--- src/design/rsf_pkg.sv ---
package rsf_pkg;

    localparam int MAX_WIDTH_DEF = 8192;

    localparam int PIX_W   = 16;
    localparam int LW_W    = 14;
    localparam int TH_W    = 16;
    localparam int APB_DW  = 32;
    localparam int APB_AW  = 3;
    localparam int REG_IDX_W = 1;

    localparam logic [LW_W-1:0] LINE_WIDTH_RST = LW_W'(2048);
    localparam logic [TH_W-1:0] THRESHOLD_RST  = TH_W'(200);

    // register index = paddr[2]
    localparam logic [REG_IDX_W-1:0] REG_LINE_WIDTH = 1'b0;
    localparam logic [REG_IDX_W-1:0] REG_THRESHOLD  = 1'b1;

    // item held between the line-store read and the decision stage
    typedef struct packed {
        logic             emit;
        logic             fend;
        logic             clr_left;
        logic [PIX_W-1:0] below;
    } s1_item_t;

    // signed a - b > t, with t never negative
    function automatic logic exceeds(input logic [PIX_W-1:0] a,
                                     input logic [PIX_W-1:0] b,
                                     input logic [TH_W-1:0]  t);
        logic [PIX_W-1:0] diff;
        diff = a - b;
        return (a > b) && (TH_W'(diff) > t);
    endfunction

endpackage

--- src/design/rsf_cfg.sv ---
module rsf_cfg (
    input  logic                        aclk,
    input  logic                        aresetn,
    input  logic                        psel,
    input  logic                        penable,
    input  logic                        pwrite,
    input  logic [rsf_pkg::APB_AW-1:0]  paddr,
    input  logic [rsf_pkg::APB_DW-1:0]  pwdata,
    input  logic                        pready,
    output logic [rsf_pkg::APB_DW-1:0]  prdata,
    output logic [rsf_pkg::LW_W-1:0]    line_width,
    output logic [rsf_pkg::TH_W-1:0]    threshold
);
    import rsf_pkg::*;

    logic [LW_W-1:0]      line_width_reg;
    logic [TH_W-1:0]      threshold_reg;
    logic [REG_IDX_W-1:0] idx;
    logic                 wr_en;

    assign idx   = paddr[2 +: REG_IDX_W];
    assign wr_en = psel && penable && pwrite && pready;

    always_ff @(posedge aclk) begin
        if (!aresetn) begin
            line_width_reg <= LINE_WIDTH_RST;
            threshold_reg  <= THRESHOLD_RST;
        end else if (wr_en) begin
            case (idx)
                REG_LINE_WIDTH: line_width_reg <= pwdata[LW_W-1:0];
                REG_THRESHOLD:  threshold_reg  <= pwdata[TH_W-1:0];
                default: ;
            endcase
        end
    end

    always_comb begin
        case (idx)
            REG_LINE_WIDTH: prdata = APB_DW'(line_width_reg);
            REG_THRESHOLD:  prdata = APB_DW'(threshold_reg);
            default:        prdata = '0;
        endcase
    end

    assign line_width = line_width_reg;
    assign threshold  = threshold_reg;

endmodule

--- config.mk ---
export PLATFORM = sky130hd
export DESIGN_NAME = rsf_cfg
export DESIGN_NICKNAME = d
export VERILOG_FILES = /design/src/design/rsf_pkg.sv /design/src/design/rsf_cfg.sv
export SDC_FILE = /design/constraint.sdc
export NUM_CORES = 1
export LEC_CHECK = 0
export BUFFER_PORTS_ARGS = -buffer_cell sky130_fd_sc_hd__buf_2
export CORE_ASPECT_RATIO = 0.7
export CORE_MARGIN = 4
export CORE_UTILIZATION = 30
export DETAILED_ROUTE_END_ITERATION = 8
export GPL_ROUTABILITY_DRIVEN = 0
export HOLD_SLACK_MARGIN = 0.05
export PLACE_DENSITY = 0.69
export SYNTH_ARGS = -nofsm -noshare
export SYNTH_HDL_FRONTEND = slang
export SYNTH_SLANG_ARGS = --single-unit
--- constraint.sdc ---
create_clock -name aclk -period 2.6 [get_ports aclk]
set_input_delay 0.26 -clock aclk [delete_from_list [all_inputs] [get_ports aclk]]
set_output_delay 0.26 -clock aclk [all_outputs]
set_load 0.01 [all_outputs]
# [Word level (Yosys, flattened, before mapping)]
# Cells that the tools add are included.
[word_totals] word_cells=9 ff_bits=30 input_bits=41
[op_classes] muxes=1 n_reduce_logical=5 bitwise_logic=1
[op_table] cell="32-bit case mux with 2 select lines" count=1
[op_table] cell="2-bit AND reduction" count=2
[op_table] cell="1-bit logical AND" count=3
[op_table] cell="1-bit inverter" count=1

# [Longest topological paths before layout]
[depth] ltp_word=4 ltp_mapped=4

# [Worst setup path before layout]
# No wires, ideal clock.
[synth_path] path_kind="input to output" start="in paddr[2] (netlist name)" end="out prdata[10] (netlist name)" cell_stages=3 path_buffers=2 slack_ns=1.309 t_required_ns=2.340 t_arrival_ns=1.031 path_cell_list="buf_2 -> buf_2 -> mux2_2"
[synth_via] elab_chain_cells=2
[synth_rtl] item="from (decl)" line="rsf_cfg.sv:7" source="input logic [rsf_pkg::APB_AW-1:0] paddr,"
[synth_rtl] item="1-bit inverter (no line)"
[synth_rtl] item="32-bit case mux with 2 select lines *" line="rsf_cfg.sv:38" source="case (idx)"
[synth_rtl] item="to (decl)" line="rsf_cfg.sv:10" source="output logic [rsf_pkg::APB_DW-1:0] prdata,"
# Mark *: on every way between the ends. The rest lies on a longest branch, timed or not. The select of a mux whose other input is x is not followed.

# [Final worst setup path]
[layout_path] start="in paddr[2] (netlist name)" end="out prdata[4] (netlist name)"
# The elaborated chain is that of the path after synthesis.

==> flow_metrics.py <==
metrics = {
    "drt": {
        "wl_mm": 3.327,
        "drt-pass1-iter-count": 4,
        "viasPerCell": 4.119,
        "wire_per_inst_um": 11.35,
        "detail-route-antenna-nets": 0,
        "drc": 0,
        "route.vias.total": 1207,
        "drt-initial-drc-count": 49,
    },
    "sta": {
        "worst_slew_pin_slew_ps": 754.7,
        "rsz0062_at_grt": "no",
        "fin_skew_ps": 0,
        "hold_viol": 0,
        "slew_headroom": 0.4969,
        "final_max_slew_viol_count": 0,
        "fmax_mhz": 696.6,
        "setup_viol": 0,
        "setup-tns-final_ps": 0,
        "finalCritPeriodShare": 0.5522,
        "fin_crit_ps": 1436,
    },
    "logic_synthesis": {
        "synth_cell_types": 18,
        "syn_area_um2": 1475,
        "synth_cells": 157,
        "synth_area_leaders": "dfxtp_1, mux2i_1, mux2_2",
        "ys_warn_count": 0,
        "synth_largest_area_cell": "dfxtp_1",
        "ys_async_sr_fraction": 0,
        "syn_area_per_cell_um2": 9.396,
        "synth_edf_count": 0,
        "ys_ff_latch": 30,
        "synth-main-ff-cell": "dfxtp_1",
        "synth_top_cell_area_share": 0.4071,
        "synth_most_common_cell": "nand2_1",
        "ys_seq_area_frac": 0.4071,
        "synth_commonest_cells": "nand2_1, dfxtp_1, mux2i_1, buf_4, mux2_2",
    },
    "clock_network": {
        "cts_sinks": 30,
        "clock_latency_ps": 270,
        "cts_root_buf": "clkbuf_8",
        "path_clk_slew_ps": 60,
        "clk_path_buf_depth": 2,
        "cts_tree": "done",
        "cts_htree_levels": 2,
        "cts-hold-fix-buffers": 0,
        "post_cts_buffers": 0,
        "cts-resized-gates": 0,
        "numCtsBuffers": 5,
    },
    "pwr": {
        "p_leak_nw": 0.9494,
        "peakVddDrop_mv": 0.2285,
        "p_per_area_nw_per_um2": 528.0,
    },
    "setup_path": {
        "worst-endpoint-arrival_ps": 1180,
        "end_kind": "primary output",
        "critical_path.startpoint_type": "primary input",
        "worstPathRequired_ps": 2340,
        "worstSetupPathType": "in2out",
        "crit_path_max_fanout": 20,
    },
    "global_route": {
        "grt_max_degree": 47,
        "antenna_found_initial": 0,
        "grt_pass1_wl_mm": 5.306,
        "grt_use_total": 0.1117,
        "grt.overflow.total": 0,
        "grt_pass1_vias": 1097,
    },
    "die": {
        "pin_count": 103,
        "die_area_um2": 6121,
        "coreArea_um2": 4756,
        "start_util": 0.3102,
        "die_h_um": 66.67,
        "die_x_um": 91.81,
        "placementRows": 21,
    },
    "layout": {
        "nNetsFinal": 264,
        "drive_gt1_frac": 0.4196,
        "syn_to_final_growth_pct": 29.01,
        "num_antenna_cells": 0,
        "utilization": 0.4002,
        "largest_reg_flops": 16,
    },
    "place": {
        "dp_hpwl_mm": 2.385,
        "numPortBuffers": 68,
    },
    "outcome": {
        "outcome": "completed",
    },
    "flow_run": {
        "drv_cap": 0,
    },
    "worst_hold_path": {
        "min_path_type": "in2reg",
    },
}
[per-layer routing]
metal  global-route usage  routed length (um)  share of wire  up-vias
met4              0.03889                  24         0.0072        0
met5                    0                   0              0        -
met2               0.1647                1393           0.42       57
met3              0.04402                 295          0.089        5
li1                     -                   -              -      617
met1               0.1477                1613           0.48      528
[stage by stage]
step	hold slack, ps	std cells	cell area, um2	setup slack [ps]	power [mW]
6_report	229.7	293	1903	1164	1.005
5_1_grt	241.0	293	1903	1095	1.060
4_1_cts	221.1	293	1903	1142	1.022
3_5_place_dp	457.7	285	1793	905.6	0.5791
3_3_place_gp	449.2	285	1793	918.3	0.5784
2_1_floorplan	402.1	172	1531	1309	0.5601
[area by class of cell]
| type | count | area (um2) |
|---|---|---|
| clock buffer | 8 | 110.1 |
| fill | 483 | 2853 |
| inverter | 5 | 18.77 |
| multi-input combinational | 112 | 739.5 |
| sequential | 30 | 600.6 |
| tap | 69 | 86.33 |
| timing repair buffer | 69 | 347.8 |
[worst max-delay path, stage by stage]
cell    delay [ps]
buf_2          380
mux2_2         390
buf_2          140
[path summary, 6_finish.rpt]
kind / startpoint / cells after the start / slack [ps] / end
worst max-delay path: paddr[2] / 3 / 1160 / prdata[4]
worst min register to register: threshold[14] / 2 / 470 / threshold[14]
worst max register to register: line_width[11] / 2 / 1920 / line_width[11]
worst min-delay path: pwdata[15] / 3 / 230 / threshold[15]
[where the power goes]
part	switching, mW	internal [mW]	total (mW)	leakage, nW
combinational	0.0588	0.0384	0.0972	0.650
sequential	0.00447	0.466	0.471	0.242
clock	0.170	0.267	0.437	0.0575
[kinds of logic (layout without fill, tap and decap cells)]
logic type / Yosys count / after routing / synth area share
muxes: 40 / 40 / 0.2833
AOI/OAI and AO/OA: 8 / 8 / 0.03478
and+or+nand+nor: 48 / 48 / 0.1425
other: 1 / 16 / 0.002542
buffers and inverters: 30 / 82 / 0.1298
DFF: 30 / 30 / 0.4071
[cells in the final DEF (no fill, tap or decap)]
cell,Yosys,final
mux2i_1,26,26
or2_1,1,1
o311ai_0,1,1
clkbuf_8,0,8
and2_1,2,2
conb_1,1,16
mux2_2,14,14
nand4_4,1,1
dfxtp_1,30,30
inv_1,5,5
o211ai_1,3,3
o21ai_0,4,4
buf_2,3,68
nand2_1,42,42
buf_4,16,1
nor2_2,2,2
Note: power is estimated with default switching activity, not from simulation.
