$ cat config.mk
export PLATFORM = sky130hd
export DESIGN_NAME = rsf_decide
export DESIGN_NICKNAME = d
export VERILOG_FILES = /design/src/design/rsf_pkg.sv /design/src/design/rsf_decide.sv
export SDC_FILE = /design/constraint.sdc
export NUM_CORES = 1
export LEC_CHECK = 0
export BUFFER_PORTS_ARGS = -buffer_cell sky130_fd_sc_hd__buf_2
export CORE_ASPECT_RATIO = 1.2
export CORE_MARGIN = 4
export CORE_UTILIZATION = 62
export DETAILED_ROUTE_END_ITERATION = 12
export GPL_TIMING_DRIVEN = 0
export PLACE_DENSITY = 0.94
export SETUP_SLACK_MARGIN = 0.1
export SYNTH_ARGS = -nofsm -noshare
export SYNTH_HDL_FRONTEND = slang
export SYNTH_SLANG_ARGS = --single-unit
$ cat constraint.sdc
create_clock -name aclk -period 14.72 [get_ports aclk]
set_clock_uncertainty 0.05 [all_clocks]
set_input_delay 0.736 -clock aclk [delete_from_list [all_inputs] [get_ports aclk]]
set_output_delay 0.736 -clock aclk [all_outputs]
set_load 0.01 [all_outputs]
$ cat src/design/rsf_pkg.sv
package rsf_pkg;

    localparam int MAX_WIDTH_DEF = 8192;

    localparam int PIX_W   = 16;
    localparam int LW_W    = 14;
    localparam int TH_W    = 16;
    localparam int APB_DW  = 32;
    localparam int APB_AW  = 3;
    localparam int REG_IDX_W = 1;

    localparam logic [LW_W-1:0] LINE_WIDTH_RST = LW_W'(2048);
    localparam logic [TH_W-1:0] THRESHOLD_RST  = TH_W'(200);

    // register index = paddr[2]
    localparam logic [REG_IDX_W-1:0] REG_LINE_WIDTH = 1'b0;
    localparam logic [REG_IDX_W-1:0] REG_THRESHOLD  = 1'b1;

    // item held between the line-store read and the decision stage
    typedef struct packed {
        logic             emit;
        logic             fend;
        logic             clr_left;
        logic [PIX_W-1:0] below;
    } s1_item_t;

    // signed a - b > t, with t never negative
    function automatic logic exceeds(input logic [PIX_W-1:0] a,
                                     input logic [PIX_W-1:0] b,
                                     input logic [TH_W-1:0]  t);
        logic [PIX_W-1:0] diff;
        diff = a - b;
        return (a > b) && (TH_W'(diff) > t);
    endfunction

endpackage

$ cat src/design/rsf_decide.sv
module rsf_decide (
    input  logic                       aclk,
    input  logic                       aresetn,
    input  logic [rsf_pkg::TH_W-1:0]   threshold,
    input  logic                       s1_valid,
    input  rsf_pkg::s1_item_t          s1_item,
    input  logic [rsf_pkg::PIX_W-1:0]  cur,
    input  logic [rsf_pkg::PIX_W-1:0]  right,
    output logic                       s1_take,
    output logic                       m_tvalid,
    input  logic                       m_tready,
    output logic [rsf_pkg::PIX_W-1:0]  filtered_value,
    output logic                       frame_end
);
    import rsf_pkg::*;

    logic             m_valid_reg, m_valid_next;
    logic [PIX_W-1:0] m_data_reg;
    logic             m_last_reg;
    logic [PIX_W-1:0] left_reg, left_next;

    logic [PIX_W-1:0] left_eff, v_a, v_b;
    logic             out_free;

    always_comb begin
        left_eff = s1_item.clr_left ? '0 : left_reg;

        v_a = (exceeds(cur, right, threshold) && exceeds(cur, s1_item.below, threshold))
              ? right : cur;
        v_b = (exceeds(right, v_a, threshold) && exceeds(left_eff, v_a, threshold))
              ? right : v_a;

        out_free = !m_valid_reg || m_tready;
        s1_take  = s1_valid && (!s1_item.emit || out_free);

        m_valid_next = m_valid_reg;
        if (s1_take && s1_item.emit) begin
            m_valid_next = 1'b1;
        end else if (m_tready) begin
            m_valid_next = 1'b0;
        end

        left_next = left_reg;
        if (s1_take) begin
            left_next = s1_item.emit ? v_b : left_eff;
        end
    end

    always_ff @(posedge aclk) begin
        if (!aresetn) begin
            m_valid_reg <= 1'b0;
            left_reg    <= '0;
        end else begin
            m_valid_reg <= m_valid_next;
            left_reg    <= left_next;
        end
    end

    always_ff @(posedge aclk) begin
        if (s1_take && s1_item.emit) begin
            m_data_reg <= v_b;
            m_last_reg <= s1_item.fend;
        end
    end

    assign m_tvalid       = m_valid_reg;
    assign filtered_value = m_data_reg;
    assign frame_end      = m_last_reg;

endmodule
# ---- After elaboration in Yosys (flattened, before gate mapping)
# Index checks and enable logic that the tools add are counted.
dict set report word_totals {
  reg_bits 34
  inputBits 71
  wordCells 35
}
dict set report classes {
  add_sub_neg 4
  order_cmp 8
  mux 6
  n_reduce_logical 13
}
# cell n
set ops {}
lappend ops {{greater-than comparator 16 bit} 8}
lappend ops {{two-way mux 16 bit} 4}
lappend ops {{subtractor 16 bit} 4}
lappend ops {{logical AND 1 bit} 8}
lappend ops {{zero test 1 bit} 2}
lappend ops {{logical OR 1 bit} 2}
lappend ops {{two-way mux 1 bit} 2}
lappend ops {{nonzero test 2 bit} 1}

# ---- Longest topological paths before layout
# Gate-level depths: netlist of run 1.
dict set report logic_depth {
  depth_word 11
  ltp_mapped 42
  depth_no_buf 38
}

# ---- Least setup slack after synthesis of run 1
# OpenSTA, ideal clock, no wires.
dict set report synth_timing {
  path_kind {input to register}
  from {in right[5] (netlist name)}
  to {reg m_data_reg[1] (netlist: filtered_value[1]), data pin}
  arrival_ns 7.997
  t_required_ns 14.411
  path_slack_ns 6.414
  cell_stages 40
  path_buffers 4
  cell_sequence {inv_1 -> ha_1 -> a21oi_1 -> o21ai_0 -> or3_1 -> o211ai_1 -> nand2b_1 -> a21o_1 -> a31oi_1 -> xnor2_1 -> ha_1 -> nand4_1 -> or4_1 -> o41ai_1 -> or4_1 -> a21oi_1 -> nand4_1 -> buf_2 -> (+4 left out) -> o21ai_0 -> a21boi_1 -> o211ai_1 -> a21oi_1 -> or4_1 -> and4_1 -> or3_1 -> ha_1 -> nand4_1 -> nor2_1 -> a31oi_1 -> o211ai_1 -> a21oi_1 -> or4b_1 -> buf_2 -> clkbuf_1 -> nand3_1 -> o21ai_1}
}
dict set report synth_between {
  elab_chain_cells 10
  word_cells_on_any_way 16
}
# element line_no
set synth_rtl {}
lappend synth_rtl {{from (decl)} rsf_decide.sv:8} ;# input logic [rsf_pkg::PIX_W-1:0] right,
lappend synth_rtl {{subtractor 16 bit} rsf_pkg.sv:32} ;# diff = a - b;
lappend synth_rtl {{greater-than comparator 16 bit} rsf_pkg.sv:33} ;# return (a > b) && (TH_W'(diff) > t);
lappend synth_rtl {{logical AND 1 bit} rsf_pkg.sv:33}
lappend synth_rtl {{logical AND 1 bit} rsf_decide.sv:28} ;# v_a = (exceeds(cur, right, threshold) && exceeds(cur, s1_item.below, threshold))
lappend synth_rtl {{two-way mux 16 bit} rsf_decide.sv:29} ;# ? right : cur;
lappend synth_rtl {{subtractor 16 bit} rsf_pkg.sv:32}
lappend synth_rtl {{greater-than comparator 16 bit} rsf_pkg.sv:33}
lappend synth_rtl {{logical AND 1 bit} rsf_pkg.sv:33}
lappend synth_rtl {{logical AND 1 bit} rsf_decide.sv:30} ;# v_b = (exceeds(right, v_a, threshold) && exceeds(left_eff, v_a, threshold))
lappend synth_rtl {{two-way mux 16 bit *} rsf_decide.sv:31} ;# ? right : v_a;
lappend synth_rtl {{named net v_b[1]} rsf_decide.sv:22} ;# logic [PIX_W-1:0] left_eff, v_a, v_b;
lappend synth_rtl {{to (signal assigned)} rsf_decide.sv:61} ;# m_data_reg <= v_b;
lappend synth_rtl {{to (decl)} rsf_decide.sv:18} ;# logic [PIX_W-1:0] m_data_reg;
# Mark *: on every way through the listed nets, which the timed path passes. The rest lies on a longest branch.
# A chain may end at the register's enable or synchronous reset.

# ---- Final worst setup path of run 1
dict set report layout_timing {
  from {in cur[0] (netlist name)}
  to {reg left_reg[11]}
}
dict set report layout_between {
  elab_chain_cells 11
  word_cells_on_any_way 21
}
# element line_no
set layout_rtl {}
lappend layout_rtl {{from (decl)} rsf_decide.sv:7} ;# input logic [rsf_pkg::PIX_W-1:0] cur,
lappend layout_rtl {{subtractor 16 bit} rsf_pkg.sv:32}
lappend layout_rtl {{greater-than comparator 16 bit} rsf_pkg.sv:33}
lappend layout_rtl {{logical AND 1 bit} rsf_pkg.sv:33}
lappend layout_rtl {{logical AND 1 bit} rsf_decide.sv:28}
lappend layout_rtl {{two-way mux 16 bit *} rsf_decide.sv:29}
lappend layout_rtl {{subtractor 16 bit} rsf_pkg.sv:32}
lappend layout_rtl {{greater-than comparator 16 bit} rsf_pkg.sv:33}
lappend layout_rtl {{logical AND 1 bit} rsf_pkg.sv:33}
lappend layout_rtl {{logical AND 1 bit} rsf_decide.sv:30}
lappend layout_rtl {{two-way mux 16 bit *} rsf_decide.sv:31}
lappend layout_rtl {{two-way mux 16 bit *} rsf_decide.sv:45} ;# left_next = s1_item.emit ? v_b : left_eff;
lappend layout_rtl {{to (signal assigned)} rsf_decide.sv:55} ;# left_reg <= left_next;
lappend layout_rtl {{to (decl)} rsf_decide.sv:20} ;# logic [PIX_W-1:0] left_reg, left_next;
# Mark *: on every way between the ends. The rest lies on a longest branch, timed or not.

==> metrics, run 1 <==
status finished, violations left; failing checks DRC; slowest stage cell, crit path or4b_2; final hold violations 0; layout cells sized above 1 14.51%; chip width ~100 um; # setup viols final 0; DR iter-0 viols 716; DIE HEIGHT between 100 and 150 um; CTS tree done; number of enable flip-flop cells after synthesis 17; Tot Pwr around 500 uW; CTS buffer count 5; PortBufs 89; Period Utilization, post-route roughly two thirds; Worst Path Arrival about 10 ns; register area share after synthesis 13.49%; combinational power share between 50% and 60%; Final Max Tran Viols 0; Final min period 9.871 ns; H-tree Lvls 2; CP Capture Type flip-flop; PostCTS Resize Cnt 0; ANT nets after route 0; final wirelength 18,310 um; clk sink count 34; r2r setup slk just over 9 ns; max-cap viol count 0; commonest non-fill, non-tap cell in the layout ha_1; Global Route Usage Sum between 30 and 40%; total number of vias about 6,700; Hold/Removal Path Class flip-flop to flip-flop; initial antenna violation count 0; number of setup buffers added after CTS 0; clk root buf clkbuf_16; DRC viols 2; clk buf depth 2; synth unique cells 63; vias per cell between 6 and 7; first-pass GRT wire length between 20,000 and 30,000 um; setup TNS 0 ns; Die Area approximately 12,000 um2; Clock Latency Late Sink around 0.28 ns; row count 40; Synth Cell Area around 6300 um2; commonest non-fill, non-tap cells in the layout ha_1, buf_2, inv_1, nand2_1, a21oi_1; kind of critical path input pin to flip-flop; cts hold-fix bufs 0; fin nets approximately 1,100; clock network power share roughly a fifth; switching power about 200 uW; cell area power density about 71 nW/um2; CORE AREA between 9000 and 10,000 um2; ANT cells 0; sequential power share between 20% and 30%; Syn Area/Cell a little under 8 um2; Worst path max stage delay 0.59 ns; Detailed Routing Iterations Pass 1 12; I/O pin cnt 90; ys flop type edfxtp_1; Async S/R FF share, synth 0%; worst rel slew slack a little over half; Initial Util 63.32%; largest net degree at the start of global routing 18; Sw Ratio between 40% and 50%; Int Pwr roughly 300 uW; Congestion Overflow GR 0; Tightest Pin Transition between 0.6 and 0.7 ns; Crit Path Max Fanout 10; vias in the first global route ~6,300; #FFs+latches synth 34; Synth Warn # 0; Max rail drop VDD between 0.04 and 0.05 mV; Clk pin slew, worst setup/hold paths ~0.060 ns; HPWL Detailed between 15,000 and 20,000 um; synthesized instance count ~810; Max Clock Freq 101.3 MHz; worst path required time about 15 ns; leakage power 0.003510 uW; GPL Wtd Cong 0.9853; area delta synth->final 11.88%; CP Launch Type input pin; unrepaired setup endpoints after global routing no; Post-Syn Nets 1,017; routed len/inst around 18 um
cell families (layout without fill, tap and decap cells):
family	count (synthesis)	after routing	share of synthesized area, %
AO/OA/AOI/OAI	220	220	23.79
XOR/XNOR	48	48	6.667
adder cells (fa/ha/maj)	133	133	26.87
buffers and inverters	97	194	6.151
flip-flops	34	34	13.49
multiplexers	1	1	0.1587
AND/OR/NAND/NOR	280	280	22.88
cell type report:
cell class                      instances  area, um2
Buffer                                 20      98.84
Clock buffer                            8      146.4
Fill cell                             788       2904
Inverter                               77      289.0
Multi-Input combinational cell        682       5067
Sequential cell                        34      850.8
Tap cell                              126      157.7
Timing Repair Buffer                   89      445.4
cell usage after synthesis (6+ instances only):
cell | number | area, um2
a21o_1 | 27 | 202.7
a21oi_1 | 69 | 345.3
and3_1 | 7 | 43.79
buf_2 | 7 | 35.03
clkbuf_1 | 9 | 33.78
dfxtp_1 | 17 | 340.3
edfxtp_1 | 17 | 510.5
ha_1 | 129 | 1614
inv_1 | 77 | 289.0
nand2_1 | 69 | 259.0
nand2b_1 | 8 | 50.05
nand3_1 | 31 | 155.2
nand4_1 | 38 | 237.7
nor2_1 | 48 | 180.2
nor2b_1 | 30 | 187.7
nor3_1 | 16 | 80.08
o211ai_1 | 10 | 75.07
o211ai_2 | 14 | 175.2
o21ai_0 | 30 | 150.1
o21ai_1 | 18 | 90.09
or3_1 | 6 | 37.54
xnor2_1 | 33 | 289.0
xor2_1 | 15 | 131.4
metal layers:
layer	wire, um	GRT usage (%)	part of all wire [%]	up-vias
li1	-	-	-	3190
met1	6770	36.07	37	2994
met2	8694	50.46	47	411
met3	1464	3.365	8.0	106
met4	1377	18.96	7.5	0
met5	0	0	0	-
critical path: cells and delay by family:
kind	cells	cell delay, ns
XOR/XNOR	1	0.15
AO/OA/AOI/OAI	17	3.24
buffers and inverters	6	1.62
AND/OR/NAND/NOR	12	2.68
adder cells (fa/ha/maj)	5	1.59
stage by stage:
| step | setup slack, ns | utilization (%) | area, um2 | std cells | hold slack, ns |
|---|---|---|---|---|---|
| 2_1_floorplan | 6.414 | - | 6306 | 813 | 0.3766 |
| 4_1_cts | 5.147 | 70.84 | 7056 | 1036 | 0.4097 |
| 6_report | 4.849 | 70.84 | 7056 | 1036 | 0.4055 |
| 3_5_place_dp | 4.972 | 69.37 | 6909 | 1028 | 0.3945 |
| 5_1_grt | 4.300 | 70.84 | 7056 | 1036 | 0.4346 |
| 3_3_place_gp | 5.061 | 69.37 | 6909 | 1028 | 0.3859 |
power groups by stage:
stage | Combinational (uW) | Sequential (uW) | Clock, uW
after floorplan | 209 | 110 | 0
final | 289 | 107 | 105
after detailed placement | 281 | 109 | 0
after global routing | 323 | 108 | 110
after CTS | 284 | 107 | 105
after global placement | 270 | 109 | 0
final timing paths:
kind                            cells after the start            to   startpoint
worst max register to register                     21  left_reg[11]  left_reg[1]
worst max-delay path                               41  left_reg[11]       cur[0]
worst min register to register                      2   left_reg[5]  left_reg[5]
worst min-delay path                                2   left_reg[5]  left_reg[5]
Power figures use the tool's default switching activity.
==> run 2, diff against run 1 <==
ABC_AREA = 1   (was default)
CORE_UTILIZATION = 55   (was 62)
PLACE_DENSITY = 0.89   (was 0.94)
clock period = 7.9 ns   (was 14.72 ns; I/O delays follow)
==> metrics, run 2 <==
clk sink count 34; CTS tree done; layout cells sized above 1 between 15 and 20%; Crit path top cell by count nand2_1; register area share after synthesis between 10 and 15%; row count 44; vias per cell 5.500; Worst path max stage delay 0.47 ns; cts hold-fix bufs 0; ANT nets after route 0; PortBufs 87; Max Clock Freq roughly 140 MHz; Crit Path Max Fanout 10; HPWL Detailed 15,520 um; Hold/Removal Path Class input pin to flip-flop; leakage power roughly 0.0042 uW; ys flop type edfxtp_1; Global Route Usage Sum around 25%; Clk pin slew, worst setup/hold paths roughly 0.05 ns; Clock Latency Late Sink between 0.2 and 0.3 ns; CTS buffer count 5; vias in the first global route approximately 6,700; synthesized instance count between 1,000 and 1,500; CORE AREA 12,110 um2; cell area power density ~140 nW/um2; clk buf depth 2; total number of vias 6,979; commonest non-fill, non-tap cells in the layout nand2_1, inv_1, ha_1, a21oi_1, buf_2; slowest stage cell, crit path fa_1; post-synth top area share between 20% and 30%; top cells by area, synth ha_1, nand2_1, inv_1; H-tree Lvls 2; worst path required time ~8 ns; first-pass GRT wire length about 30,000 um; Synth Warn # 0; Final min period 7.242 ns; Worst Path Arrival about 7.3 ns; Initial Util approximately 56%; synth unique cells 46; DRC viols 0; DIE HEIGHT between 100 and 150 um; clk root buf clkbuf_16; count leader, synth nand2_1; #FFs+latches synth 34; ANT cells 0; final wirelength about 18,000 um; CP Launch Type input pin; # setup viols final 0; Fin Hold WS ~0.25 ns; Post-synth top cells nand2_1, inv_1, ha_1; kind of critical path input pin to flip-flop; DR iter-0 viols between 400 and 500; chip width about 110 um; Syn Area/Cell approximately 6.7 um2; Max rail drop VDD between 0.07 and 0.08 mV; number of enable flip-flop cells after synthesis 17; GPL Wtd Cong a little over 0.9; max-cap viol count 0; Congestion Overflow GR 0; Detailed Routing Iterations Pass 1 5; I/O pin cnt 90; initial antenna violation count 0; area delta synth->final 12.04%; largest net degree at the start of global routing 18; Tot Pwr approximately 1000 uW; unrepaired setup endpoints after global routing no; Period Utilization, post-route approximately 92%; Post-Syn Nets ~1,200; fin nets 1,311; Placed Cells about 1,300; biggest area consumer among synthesized cells ha_1; Async S/R FF share, synth 0%; fin cells approximately 1,300; final hold violations 0; Synth Cell Area 6817 um2; setup TNS 0 ns; CP Capture Type flip-flop; Tightest Pin Transition around 0.75 ns; Final Max Tran Viols 0; commonest non-fill, non-tap cell in the layout nand2_1; Die Area approximately 14,000 um2; fill count 1,114; worst rel slew slack approximately half; status complete, no violations; routed len/inst ~15 um
-- run 2: cell count changes after synthesis, moves of 13 or more --
cell      delta
nor2_1      +24
xor2_1      +13
a21oi_1     +27
nand2_1    +190
inv_1       +63
o211ai_2    -14
nand3_2     +19
nand2_4     +13
o21ai_0     -13
nand4_1     -30
nand3_1     +34
nor2b_1     -30
a21o_1      -18
-- run 2: cell type report --
cell class / count / area (um2) / area share (%)
plain buffers: 14 / 98.84 / 1.294
clock buffers: 5 / 125.1 / 1.638
clock inverters: 3 / 16.27 / 0.2130
inverters: 147 / 551.8 / 7.225
multi-input cells: 817 / 5350 / 70.05
flip-flops and latches: 34 / 850.8 / 11.14
well taps: 161 / 201.4 / 2.638
repair buffers: 88 / 442.9 / 5.799
-- run 2: timing repair --
item / CTS / global route
endpoints found under the setup margin: 0 / 32
buffers inserted: 0 / 1
gates resized for setup: 0 / 11
-- run 2: critical path, delay by kind of cell --
kind / cells / cell delay (ns)
XOR/XNOR: 2 / 0.28
AND/OR/NAND/NOR: 24 / 2.74
buffers and inverters: 6 / 0.81
AO/OA/AOI/OAI: 7 / 1.14
adder cells (fa/ha/maj): 6 / 1.94
-- run 2: stage by stage --
step	area (um2)	util, %	setup WS (ns)
2_1_floorplan	6817	-	1.380
3_3_place_gp	7453	61.54	0.3243
3_5_place_dp	7453	61.54	0.1492
4_1_cts	7595	62.71	0.4066
5_1_grt	7637	63.06	0.09460
6_report	7637	63.06	0.6582
-- run 2: worst paths after layout --
kind,from,endpoint,slack (ns),cells past startpoint
hold reg to reg,left_reg[11],left_reg[11],0.42,2
setup / recovery,cur[0],left_reg[5],0.66,45
setup reg to reg,left_reg[2],left_reg[5],3.86,25
hold / removal,s1_item[17],frame_end,0.25,1
-- run 2: where the power goes --
part	total (uW)	internal, uW	leakage [uW]	switching, uW
Clock	186	115	0.0000672	70.8
Sequential	202	198	0.000299	3.74
Combinational	656	252	0.00387	405
Total	1040	565	0.00424	479
-- run 2: cells by family after synthesis --
logic type                 after synthesis  synth area share, %
xor gates and xnor gates                53                6.810
buffers and inverters                  161                9.508
adders and majority gates              133                24.85
DFF                                     34                12.48
and+or+nand+nor                        466                32.29
AOI/OAI and AO/OA                      165                14.06
-- run 2: layer usage --
metal  vias to the layer above  track usage, %  routed length [um]
met5                         -               0                   0
met4                         0           9.318                 724
met3                        69           2.128                 979
met2                       261           46.50                9324
met1                      3081           30.74                7388
li1                       3568               -                   -
